==> config.mk <==
export PLATFORM = sky130hd
export DESIGN_NAME = igtm_ram
export DESIGN_NICKNAME = d
export VERILOG_FILES = /design/src/rtl/igtm_pkg.sv /design/src/rtl/igtm_ram.sv
export SDC_FILE = /design/constraint.sdc
export NUM_CORES = 1
export LEC_CHECK = 0
export ABC_AREA = 1
export BUFFER_PORTS_ARGS = -buffer_cell sky130_fd_sc_hd__buf_2
export CORE_MARGIN = 8
export CORE_UTILIZATION = 60
export CTS_CLUSTER_DIAMETER = 50
export DETAILED_ROUTE_END_ITERATION = 12
export PLACE_DENSITY = 0.78
export SETUP_SLACK_MARGIN = 0.5
export SYNTH_ARGS = -nofsm -noshare
export SYNTH_HDL_FRONTEND = slang
export SYNTH_SLANG_ARGS = --single-unit
export TNS_END_PERCENT = 10
==> constraint.sdc <==
create_clock -name clk -period 1.4 [get_ports clk]
set_clock_uncertainty 0.05 [all_clocks]
set_input_delay 0.28 -clock clk [delete_from_list [all_inputs] [get_ports clk]]
set_output_delay 0.28 -clock clk [all_outputs]
set_load 0.01 [all_outputs]
==> src/rtl/igtm_pkg.sv <==
// Shared types and constants of the greedy IoU track matcher.
package igtm_pkg;

  localparam int MAX_TRACKS_DEF = 64;
  localparam int COORD_BITS_DEF = 12;
  localparam int PORT_COORD_BITS = 12;
  localparam int ID_BITS = 32;
  localparam int KIND_BITS = 8;
  localparam int CONF_BITS = 16;
  localparam int THR_BITS = 8;
  localparam logic [THR_BITS-1:0] THR_RESET = 8'd77;
  localparam int IOU_ONE = 256;

  localparam logic OP_DETECT = 1'b0;
  localparam logic OP_COMMIT = 1'b1;

  typedef enum logic [3:0] {
    S_IDLE,
    S_DAREA,
    S_RD,
    S_GEO,
    S_M1,
    S_M2,
    S_UNI,
    S_C1,
    S_C2,
    S_CMP,
    S_FIN
  } igtm_state_t;

endpackage

==> src/rtl/igtm_ram.sv <==
// Generic simple dual-port RAM with registered read data.
module igtm_ram
  import igtm_pkg::*;
#(
  parameter int WIDTH = 8,
  parameter int DEPTH = 16
) (
  input  logic                     clk,
  input  logic                     we,
  input  logic [$clog2(DEPTH)-1:0] waddr,
  input  logic [WIDTH-1:0]         wdata,
  input  logic                     re,
  input  logic [$clog2(DEPTH)-1:0] raddr,
  output logic [WIDTH-1:0]         rdata
);

  logic [WIDTH-1:0] mem [DEPTH];

  always_ff @(posedge clk) begin
    if (we) begin
      mem[waddr] <= wdata;
    end
    if (re) begin
      rdata <= mem[raddr];
    end
  end

endmodule

==> results of run 1 <==
[final timing paths]
path / endpoint / cells after the start / slack (ns)
max: rdata[1] / 1 / -0.0002
min reg2reg: rdata[2]$_DFFE_PP_ / 6 / 0.71
min: rdata[5]$_DFFE_PP_ / 1 / 0.08
max reg2reg: rdata[2]$_DFFE_PP_ / 6 / 0.24
[through the flow]
| step | worst slack [ns] | cells |
|---|---|---|
| 6_report | -0.000168 | 742 |
| 5_1_grt | -0.0299 | 742 |
| 4_1_cts | -0.0348 | 742 |
| 3_5_place_dp | -0.117 | 710 |
| 3_3_place_gp | -0.0972 | 710 |
| 2_1_floorplan | 0.196 | 551 |
[sequential cells by signal, indices dropped and copies added, names as in the netlist]
register / flops
rdata: 8
mem: 128
[power by group through the flow]
stage / clock (uW) / combinational (uW) / sequential [uW]
detailed placement: 0 / 580 / 4700
floorplan: 0 / 331 / 4700
CTS: 4260 / 630 / 4610
global placement: 0 / 565 / 4690
finish: 4230 / 659 / 4610
global route: 4430 / 714 / 4620
[final cells by class]
cell class / instances / area share
clock buffers: 20 / 0.0597
clock inverters: 12 / 0.0186
inverters: 102 / 0.0537
multi-input cells: 289 / 0.210
flip-flops and latches: 136 / 0.573
well taps: 133 / 0.0234
repair buffers: 50 / 0.0615
[cell families (layout without fill, tap and decap cells)]
kind of cell / after synthesis / after routing / share of synthesized area
AND/OR/NAND/NOR: 289 / 289 / 0.208
flip-flops: 136 / 136 / 0.698
buffers and inverters: 126 / 184 / 0.0939
[cells in the final DEF, fill, tap and decap left out]
cell / synthesis / layout
buf_12: 0 / 8
inv_2: 2 / 6
buf_2: 13 / 24
clkinv_1: 0 / 4
nand3_2: 0 / 44
nand3_1: 97 / 53
nand3b_1: 2 / 2
nand2_1: 173 / 164
clkbuf_8: 0 / 1
clkinvlp_4: 0 / 1
clkinv_2: 0 / 4
edfxtp_1: 136 / 136
buf_8: 0 / 1
inv_1: 100 / 96
buf_6: 6 / 4
nor2_1: 17 / 1
clkbuf_1: 0 / 3
clkbuf_16: 0 / 16
bufinv_16: 0 / 3
nand2_2: 0 / 9
buf_4: 4 / 13
nor2_2: 0 / 16
[layer usage]
layer	wire length, microns	part of all wire	vias up
met2	6390	0.48	209
met5	0	0	-
li1	-	-	1875
met1	5700	0.43	1906
met4	242	0.018	0
met3	1030	0.077	21
[timing repair]
action / CTS / global route
buffers inserted: 0 / 0
cloned: 0 / 0
resized for setup: 37 / 26
endpoints found under the setup margin: 16 / 48
pin swaps: 40 / 36
==> run_results.csv, run 1 <==
group,metric,value,unit
placed_design,dpl.hpwl,8200,microns
cells_and_area,drive_above_1_share,0.246,
setup_path,crit_family,"flip-flops",
floorplan,ios,27,
logic_synthesis,synth_top_area_share,0.698,
floorplan,design.core.area,0.00959,sq mm
floorplan,start_util,0.609,
placed_design,place_area,0.00630,sq mm
flow_run,drv_cap,0,
setup_path,path_cells,"buf_2",
logic_synthesis,ys_ff_latch,136,
detailed_routing,vias,4011,
logic_synthesis,netlist_instances,551,
setup_path,worstPathRequired,1.07,ns
setup_path,critical_path.startpoint,"rdata[1]$_DFFE_PP_",
floorplan,dieHeight,115,microns
floorplan,die_area,0.0132,sq mm
placed_design,io_buffer_count,26,
cells_and_area,final_cell_area,0.00713,sq mm
logic_synthesis,synthTopCellsByCount,"nand2_1, edfxtp_1, inv_1",
setup_path,start_kind,"flop",
setup_path,cpPeakStageDelay,0.39,ns
sta,worst_slack,-0.000168,ns
cts,cts_hold_buf,0,
logic_synthesis,synth.most_common_cell,"nand2_1",
power,vdd.ir_drop.worst,0.785,mV
sta,setup-violations-final,1,
logic_synthesis,syn-num-nets,570,
sta,setup_tns,-0.000168,ns
power,power.density,1330,mW/mm^2
setup_path,rr_startpoint,"mem[8][2]$_DFFE_PP_",
detailed_routing,first_pass_iters,5,
cells_and_area,area_growth,21.9,%
grt,grt_busiest_layer,"met2",
detailed_routing,drc,0,
power,leakagePower,0.00305,uW
sta,period_share,1.00,
detailed_routing,drt-initial-drc-count,479,
logic_synthesis,seq_area_frac_synth,0.698,
cts,cts_root_buf,"clkbuf_8",
power,p_switching,2030,uW
logic_synthesis,yosys.area.top_type,"edfxtp_1",
logic_synthesis,synth_area_leaders,"edfxtp_1, nand2_1, nand3_1, inv_1, buf_6",
setup_path,path_buf_inv,1,
grt,grt_use_met1,0.290,
sta,slew_headroom,0.542,
detailed_routing,wl_per_cell,18.0,microns
sta,hold_viol_final,0,
grt,grt_pass1_vias,3887,
floorplan,num_rows,36,
cells_and_area,diodes,0,
cells_and_area,multi_input_area,0.00150,sq mm
logic_synthesis,synth-edff-count,136,
cells_and_area,utilization,0.743,
sta,worstMarginPinSlew,0.687,ns
cts,h-tree-depth,4,
power,power,9500,uW
cts,cts_made_buffers,17,
floorplan,die_w,115,microns
hold_path,hold_start,"re",
logic_synthesis,ys_types,11,
cts,clock_path_buffers,2,
cells_and_area,finalNetCount,615,
logic_synthesis,syn_avg_cell_area,10.6,sq um
sta,drv_slew,0,
power,seqPwrFrac,0.486,
status,status,"finished, violations left",
setup_path,cpMaxStageDelayCell,"edfxtp_1",
grt,grt_util_met2,0.336,
grt,use_met3,0.0491,
sta,rsz0062_at_grt,"true",
grt,grt_overflow,0,
hold_path,min_path_type,"in -> reg",
sta,fin_hold_ws,0.0796,ns
logic_synthesis,yosysWarningCount,0,
cts,clock_latency,0.52,ns
logic_synthesis,synthesis.area,0.00585,sq mm
power,combPwrFrac,0.069,
power,power.share.switching,0.214,
logic_synthesis,ys_async_sr_fraction,0,
setup_path,endpoint_kind,"output port",
grt,antenna_found_initial,0,
status,failed_checks,"setup timing",
logic_synthesis,yosys_most_used_dff,"edfxtp_1",
detailed_routing,routed_wl,13400,microns
cts,clk_pin_slew,0.06,ns
grt,grt_max_degree,53,
grt,gr-usage-all-layers,0.216,
cts,clock_sinks,136,
detailed_routing,via_per_inst,5.41,
setup_path,critPathMaxFanout,1,
placed_design,gp_congestion,0.841,
cells_and_area,fillCellCount,626,
setup_path,crit_type,"reg -> out",
power,clkPwrFrac,0.445,
detailed_routing,ant_nets,0,
power,p_int,7470,uW
setup_path,crit_arrival,1.07,ns
sta,max_freq,0.714,GHz
cts,tritoncts,"yes",
cells_and_area,seq_area,0.00408,sq mm
sta,period_needed,1.40,ns
grt,grt_pass1_wl,20800,microns
Power figures use the tool's default switching activity.
==> inputs of run 2 (changes only) <==
--- a/config.mk
+++ b/config.mk
@@ -5,13 +5,15 @@
 export SDC_FILE = /design/constraint.sdc
 export NUM_CORES = 1
 export LEC_CHECK = 0
-export ABC_AREA = 1
 export BUFFER_PORTS_ARGS = -buffer_cell sky130_fd_sc_hd__buf_2
+export CELL_PAD_IN_SITES_DETAIL_PLACEMENT = 0
+export CELL_PAD_IN_SITES_GLOBAL_PLACEMENT = 1
+export CORE_ASPECT_RATIO = 0.6
 export CORE_MARGIN = 8
-export CORE_UTILIZATION = 60
+export CORE_UTILIZATION = 53
 export CTS_CLUSTER_DIAMETER = 50
 export DETAILED_ROUTE_END_ITERATION = 12
-export PLACE_DENSITY = 0.78
+export PLACE_DENSITY_LB_ADDON = 0.1
 export SETUP_SLACK_MARGIN = 0.5
 export SYNTH_ARGS = -nofsm -noshare
 export SYNTH_HDL_FRONTEND = slang
==> run 2 against run 1 <==
  * Global-route usage decreased by 5.7 points
  * Final area fell by 10%
  * Critical path type is now reg -> reg
  * Routed wire length shrank 26%
  * Critical path depth rose by 2
  * Utilization shrank 8.7 points
  * Register-to-register slack got worse by 0.33 ns
  * First-iteration DRC count is 65% lower
  * Worst setup slack worse by 0.087 ns
  * The run still ends with setup timing left
  * Non-clock buffer count increased by 7
  * Combinational power down 23%
  * Die area rose by 1.8%
  * Fmax decreased by 5.9%
  * Highest routed layer unchanged
==> run_results.csv, run 2 <==
group,metric,value,unit
sta,setup_tns,-0.355,ns
setup_path,cpPeakStageDelay,0.53,ns
cells_and_area,utilization,0.656,
setup_path,path_cells,"mux4_2, a22oi_2, nand2_1",
detailed_routing,ant_nets,0,
placed_design,io_buffer_count,26,
floorplan,dieHeight,92.9,microns
cts,cts_hold_buf,0,
logic_synthesis,synth-edff-count,136,
cts,clk_pin_slew,0.05,ns
setup_path,critPathMaxFanout,1,
cts,cts_made_buffers,17,
cts,cts_setup_buffers,0,
grt,grt_pass1_wl,14800,microns
setup_path,path_buf_inv,0,
detailed_routing,wl_per_cell,22.4,microns
detailed_routing,first_pass_iters,4,
placed_design,dpl.hpwl,6510,microns
setup_path,crit_type,"reg -> reg",
logic_synthesis,syn-num-nets,248,
setup_path,crit_family,"multiplexers",
power,power.share.switching,0.194,
hold_path,min_path_type,"in -> reg",
placed_design,dp.cells,411,
grt,grt_max_degree,17,
status,status,"finished, violations left",
power,seqPwrFrac,0.516,
power,clkPwrFrac,0.428,
logic_synthesis,ys_ff_latch,136,
cells_and_area,drive_above_1_share,0.415,
status,failed_checks,"setup timing",
cells_and_area,largest_reg_flops,128,
floorplan,start_util,0.537,
grt,gr-usage-all-layers,0.159,
power,power.density,1400,mW/mm^2
sta,drv_slew,0,
logic_synthesis,ys_async_sr_fraction,0,
sta,setup-violations-final,8,
sta,fin_hold_ws,0.195,ns
logic_synthesis,synth_area_leaders,"edfxtp_1, mux4_2, mux4_1, a22oi_1, nor2_1",
detailed_routing,drt-initial-drc-count,170,
logic_synthesis,yosys.area.top_type,"edfxtp_1",
cells_and_area,regMostFlops,"mem",
sta,slew_headroom,0.431,
sta,rsz0062_at_grt,"true",
setup_path,worstPathRequired,1.50,ns
cells_and_area,final_common_cell,"edfxtp_1",
detailed_routing,drc,0,
detailed_routing,vias,2475,
cells_and_area,finalNetCount,314,
power,combPwrFrac,0.057,
logic_synthesis,synth.most_common_cell,"edfxtp_1",
cells_and_area,diodes,0,
power,power,8960,uW
logic_synthesis,ys_types,18,
cts,cts_root_buf,"clkbuf_16",
detailed_routing,routed_wl,9860,microns
floorplan,ios,27,
logic_synthesis,syn_avg_cell_area,22.8,sq um
sta,period_needed,1.49,ns
setup_path,start_kind,"flop",
cells_and_area,area_growth,22.2,%
setup_path,endpoint_kind,"flop",
cts,clock_path_buffers,2,
power,leakagePower,0.00213,uW
detailed_routing,via_per_inst,5.61,
power,p_switching,1740,uW
cts,h-tree-depth,4,
power,p_int,7220,uW
placed_design,gp_congestion,0.716,
cells_and_area,instances_no_fill,441,
cells_and_area,largestRegisters,"mem (128), rdata (8)",
floorplan,die_area,0.0134,sq mm
logic_synthesis,yosys_most_used_dff,"edfxtp_1",
logic_synthesis,seq_area_frac_synth,0.781,
power,vdd.ir_drop.worst,0.941,mV
floorplan,design.core.area,0.00974,sq mm
grt,grt_pass1_vias,2524,
cells_and_area,mostFrequentLayoutCells,"edfxtp_1, mux4_2, buf_6, buf_2, clkbuf_16",
logic_synthesis,synthesis.area,0.00523,sq mm
sta,worstMarginPinSlew,0.850,ns
cts,clock_sinks,136,
setup_path,cpMaxStageDelayCell,"mux4_2",
sta,worst_slack,-0.0873,ns
sta,max_freq,0.672,GHz
logic_synthesis,synth_top_area_share,0.781,
cts,tritoncts,"yes",
grt,antenna_found_initial,0,
floorplan,num_rows,28,
logic_synthesis,netlist_instances,229,
sta,hold_viol_final,0,
cts,clock_latency,0.41,ns
setup_path,crit_arrival,1.59,ns
floorplan,die_w,144,microns
flow_run,drv_cap,0,
grt,grt_overflow,0,
sta,period_share,1.06,
logic_synthesis,yosysWarningCount,0,
logic_synthesis,synthTopCellsByCount,"edfxtp_1, mux4_2, a22oi_1",
## run 2: cell types whose count changed after synthesis, sizes merged, moves of 2 or more
cell,before,now
inv,102,0
nand2,173,9
nor3,0,4
buf,24,7
a22oi,0,16
nor2,17,13
nand2b,0,2
nand3,97,1
clkdlybuf4s25,0,3
mux4,0,32
## run 2: worst reg2reg max path, cell delays in order, from the launching register on
cell and delay [ns]:
edfxtp_1 0.35, mux4_2 0.53, a22oi_2 0.22, nand2_1 0.08
## run 2: worst paths after layout
check / startpoint / end / slack [ns] / cells after the start
max: mem[3][5]$_DFFE_PP_ / rdata[5]$_DFFE_PP_ / -0.09 / 3
min: re / rdata[7]$_DFFE_PP_ / 0.19 / 1
max reg2reg: mem[3][5]$_DFFE_PP_ / rdata[5]$_DFFE_PP_ / -0.09 / 3
min reg2reg: mem[15][7]$_DFFE_PP_ / rdata[7]$_DFFE_PP_ / 0.70 / 3
## run 2: final cells by class
class,instances,area (sq um)
clock inverters,6,52.6
multi-input cells,83,1100
repair buffers,57,527
well taps,135,169
fillers,689,3350
clock buffers,24,452
flip-flops and latches,136,4080
## run 2: cells by family after synthesis
logic type,share of synthesized area
AO/OA/AOI/OAI,0.0230
buffers and inverters,0.0165
flip-flops,0.781
multiplexers,0.148
AND/OR/NAND/NOR,0.0314
## run 2: power groups by stage
stage,sequential [uW],combinational [uW],clock [uW]
2_1_floorplan,4700,256,0
3_3_place_gp,4700,468,0
3_5_place_dp,4700,471,0
4_1_cts,4620,502,3890
5_1_grt,4620,545,4070
6_report,4620,506,3830
## run 2: routing by layer
layer  track usage  share of wire  routed length (microns)  vias up
met5             0              0                        0        -
met4        0.0568         0.0090                       89        0
met3        0.0498          0.083                      820        7
met2         0.218           0.44                     4360       91
met1         0.235           0.47                     4590     1273
li1              -              -                        -     1104
## run 2: timing repair
item,CTS,global route
setup endpoints to repair,136,136
gates resized for setup,33,11
pin swaps,15,15
## run 2: metrics by stage
step	area (sq um)	setup WS [ns]
after global placement	5710	-0.491
after detailed placement	5710	-0.499
after CTS	6350	-0.0868
after global routing	6390	-0.118
final	6390	-0.0873
after floorplan	5230	-0.130
==> inputs of run 3 (changes only) <==
--- a/config.mk
+++ b/config.mk
@@ -14,6 +14,7 @@
 export CTS_CLUSTER_DIAMETER = 50
 export DETAILED_ROUTE_END_ITERATION = 12
 export PLACE_DENSITY_LB_ADDON = 0.1
+export RECOVER_POWER = 25
 export SETUP_SLACK_MARGIN = 0.5
 export SYNTH_ARGS = -nofsm -noshare
 export SYNTH_HDL_FRONTEND = slang
==> run 3 against run 2 <==
  * The run still ends with setup timing left
  * Non-clock buffer count unchanged
  * Hold slack improved by 0.0098 ns
  * Final cell count did not move
  * Routed wire length hardly changed
  * Via count fell by 0.36%
  * Utilization decreased by 0.064 points
  * Sequential cell count unchanged
  * Sequential share of layout area rose by 0.063 points
  * Combinational power about the same
  * Die area did not move
  * First-iteration DRC count stayed put
  * Critical path depth unchanged
  * Critical path type unchanged
  * Largest power group unchanged
==> run_results.csv, run 3 (synthesis gave the netlist of run 2 again) <==
group,metric,value,unit
setup_path,path_buf_inv,0,
setup_path,cpPeakStageDelay,0.53,ns
detailed_routing,vias,2466,
sta,worstMarginPinSlew,0.848,ns
floorplan,die_w,144,microns
floorplan,die_area,0.0134,sq mm
grt,grt_util_met2,0.218,
power,power.density,1400,mW/mm^2
setup_path,cpMaxStageDelayCell,"mux4_2",
cells_and_area,drive_above_1_share,0.399,
sta,period_share,1.07,
grt,grt_use_met1,0.235,
grt,grt_overflow,0,
placed_design,io_buffer_count,26,
hold_path,min_to,"rdata[7]$_DFFE_PP_",
power,leakagePower,0.00211,uW
setup_path,r2r_cells,3,
placed_design,dp.cells,411,
setup_path,worstPathRequired,1.49,ns
grt,use_met3,0.0498,
sta,period_needed,1.49,ns
detailed_routing,ant_nets,0,
cts,cts_setup_buffers,0,
cells_and_area,fillCellCount,692,
grt,grt_busiest_layer,"met1",
detailed_routing,via_per_inst,5.59,
grt,grt_pass1_vias,2524,
cts,clock_path_buffers,2,
cells_and_area,mostFrequentLayoutCells,"edfxtp_1, mux4_2, buf_6, clkbuf_16, buf_2",
sta,drv_slew,0,
power,power,8950,uW
floorplan,num_rows,28,
cells_and_area,largest_reg_flops,128,
setup_path,crit_type,"reg -> reg",
hold_path,min_path_type,"in -> reg",
cells_and_area,utilization,0.655,
setup_path,rr_endpoint,"rdata[5]$_DFFE_PP_",
detailed_routing,drc,0,
placed_design,place_area,0.00571,sq mm
flow_run,drv_cap,0,
cells_and_area,final_cell_area,0.00638,sq mm
grt,grt_pass1_wl,14800,microns
cells_and_area,instances_no_fill,441,
placed_design,gp_congestion,0.716,
cells_and_area,finalNetCount,314,
sta,hold_viol_final,0,
setup_path,start_kind,"flop",
setup_path,crit_family,"multiplexers",
grt,antenna_found_initial,0,
detailed_routing,routed_wl,9860,microns
sta,max_freq,0.670,GHz
grt,gr-usage-all-layers,0.159,
status,status,"finished, violations left",
cells_and_area,final_common_cell,"edfxtp_1",
cts,clock_latency,0.40,ns
cts,cts_hold_buf,0,
cells_and_area,seq_area,0.00408,sq mm
sta,rsz0062_at_grt,"true",
floorplan,dieHeight,92.9,microns
floorplan,start_util,0.537,
setup_path,path_cells,"mux4_2, a22oi_2, nand2_1",
setup_path,r2r_slack,-0.09,ns
detailed_routing,first_pass_iters,4,
cts,h-tree-depth,4,
sta,worst_slack,-0.0915,ns
cells_and_area,diodes,0,
cts,tritoncts,"yes",
cells_and_area,multi_input_area,0.00110,sq mm
power,vdd.ir_drop.worst,0.925,mV
sta,setup-violations-final,8,
cts,cts_root_buf,"clkbuf_16",
setup_path,crit_arrival,1.59,ns
setup_path,rr_startpoint,"mem[3][5]$_DFFE_PP_",
grt,grt_max_degree,17,
detailed_routing,drt-initial-drc-count,170,
placed_design,dpl.hpwl,6510,microns
cells_and_area,regMostFlops,"mem",
status,failed_checks,"setup timing",
floorplan,ios,27,
cts,clk_pin_slew,0.05,ns
setup_path,endpoint_kind,"flop",
cts,clock_sinks,136,
setup_path,critPathMaxFanout,1,
cts,cts_made_buffers,17,
cells_and_area,area_growth,22.1,%
cells_and_area,largestRegisters,"mem (128), rdata (8)",
sta,fin_hold_ws,0.205,ns
floorplan,design.core.area,0.00974,sq mm
detailed_routing,wl_per_cell,22.4,microns
sta,slew_headroom,0.433,
hold_path,holdPathStages,1,
hold_path,hold_start,"re",
## run 3: cell types whose count changed in the layout (fill, tap and decap cells not counted), sizes merged
cell and delta:
buf -5, clkbuf +5
## run 3: area by class of cell
type,instances,share of cell area
Sequential cell,136,0.640
Multi-Input combinational cell,83,0.173
Timing Repair Buffer,57,0.0816
Clock buffer,24,0.0708
Tap cell,135,0.0265
Clock inverter,6,0.00824
## run 3: how the worst max path moves through the flow
stage	startpoint	endpoint	slack [ns]	depth (start not counted)
3_3_place_gp	raddr[0]	rdata[0]$_DFFE_PP_	-0.49	6
4_1_cts	mem[3][5]$_DFFE_PP_	rdata[5]$_DFFE_PP_	-0.09	3
3_5_place_dp	raddr[0]	rdata[0]$_DFFE_PP_	-0.50	5
6_report	mem[3][5]$_DFFE_PP_	rdata[5]$_DFFE_PP_	-0.09	3
2_1_floorplan	raddr[0]	rdata[1]$_DFFE_PP_	-0.13	5
5_1_grt	mem[3][5]$_DFFE_PP_	rdata[5]$_DFFE_PP_	-0.12	3
## run 3: metal layers
layer / wire length, microns / part of all wire
met1: 4670 / 0.47
met2: 4400 / 0.45
met3: 749 / 0.076
met4: 40 / 0.0041
met5: 0 / 0
## run 3: what timing repair did
item,4_1_cts,5_1_grt
endpoints found under the setup margin,136,136
pin swaps,15,15
gates resized for setup,33,11
## run 3: where the power goes
part           switching [uW]  internal [uW]
clock                    1430           2400
sequential               27.2           4590
combinational             270            235
## run 3: through the flow
stage                     setup TNS (ns)  setup slack, ns
after floorplan                    -3.61           -0.130
after global placement             -8.27           -0.491
after detailed placement           -8.73           -0.499
after CTS                         -0.401          -0.0868
after global routing              -0.729           -0.118
final                             -0.362          -0.0915
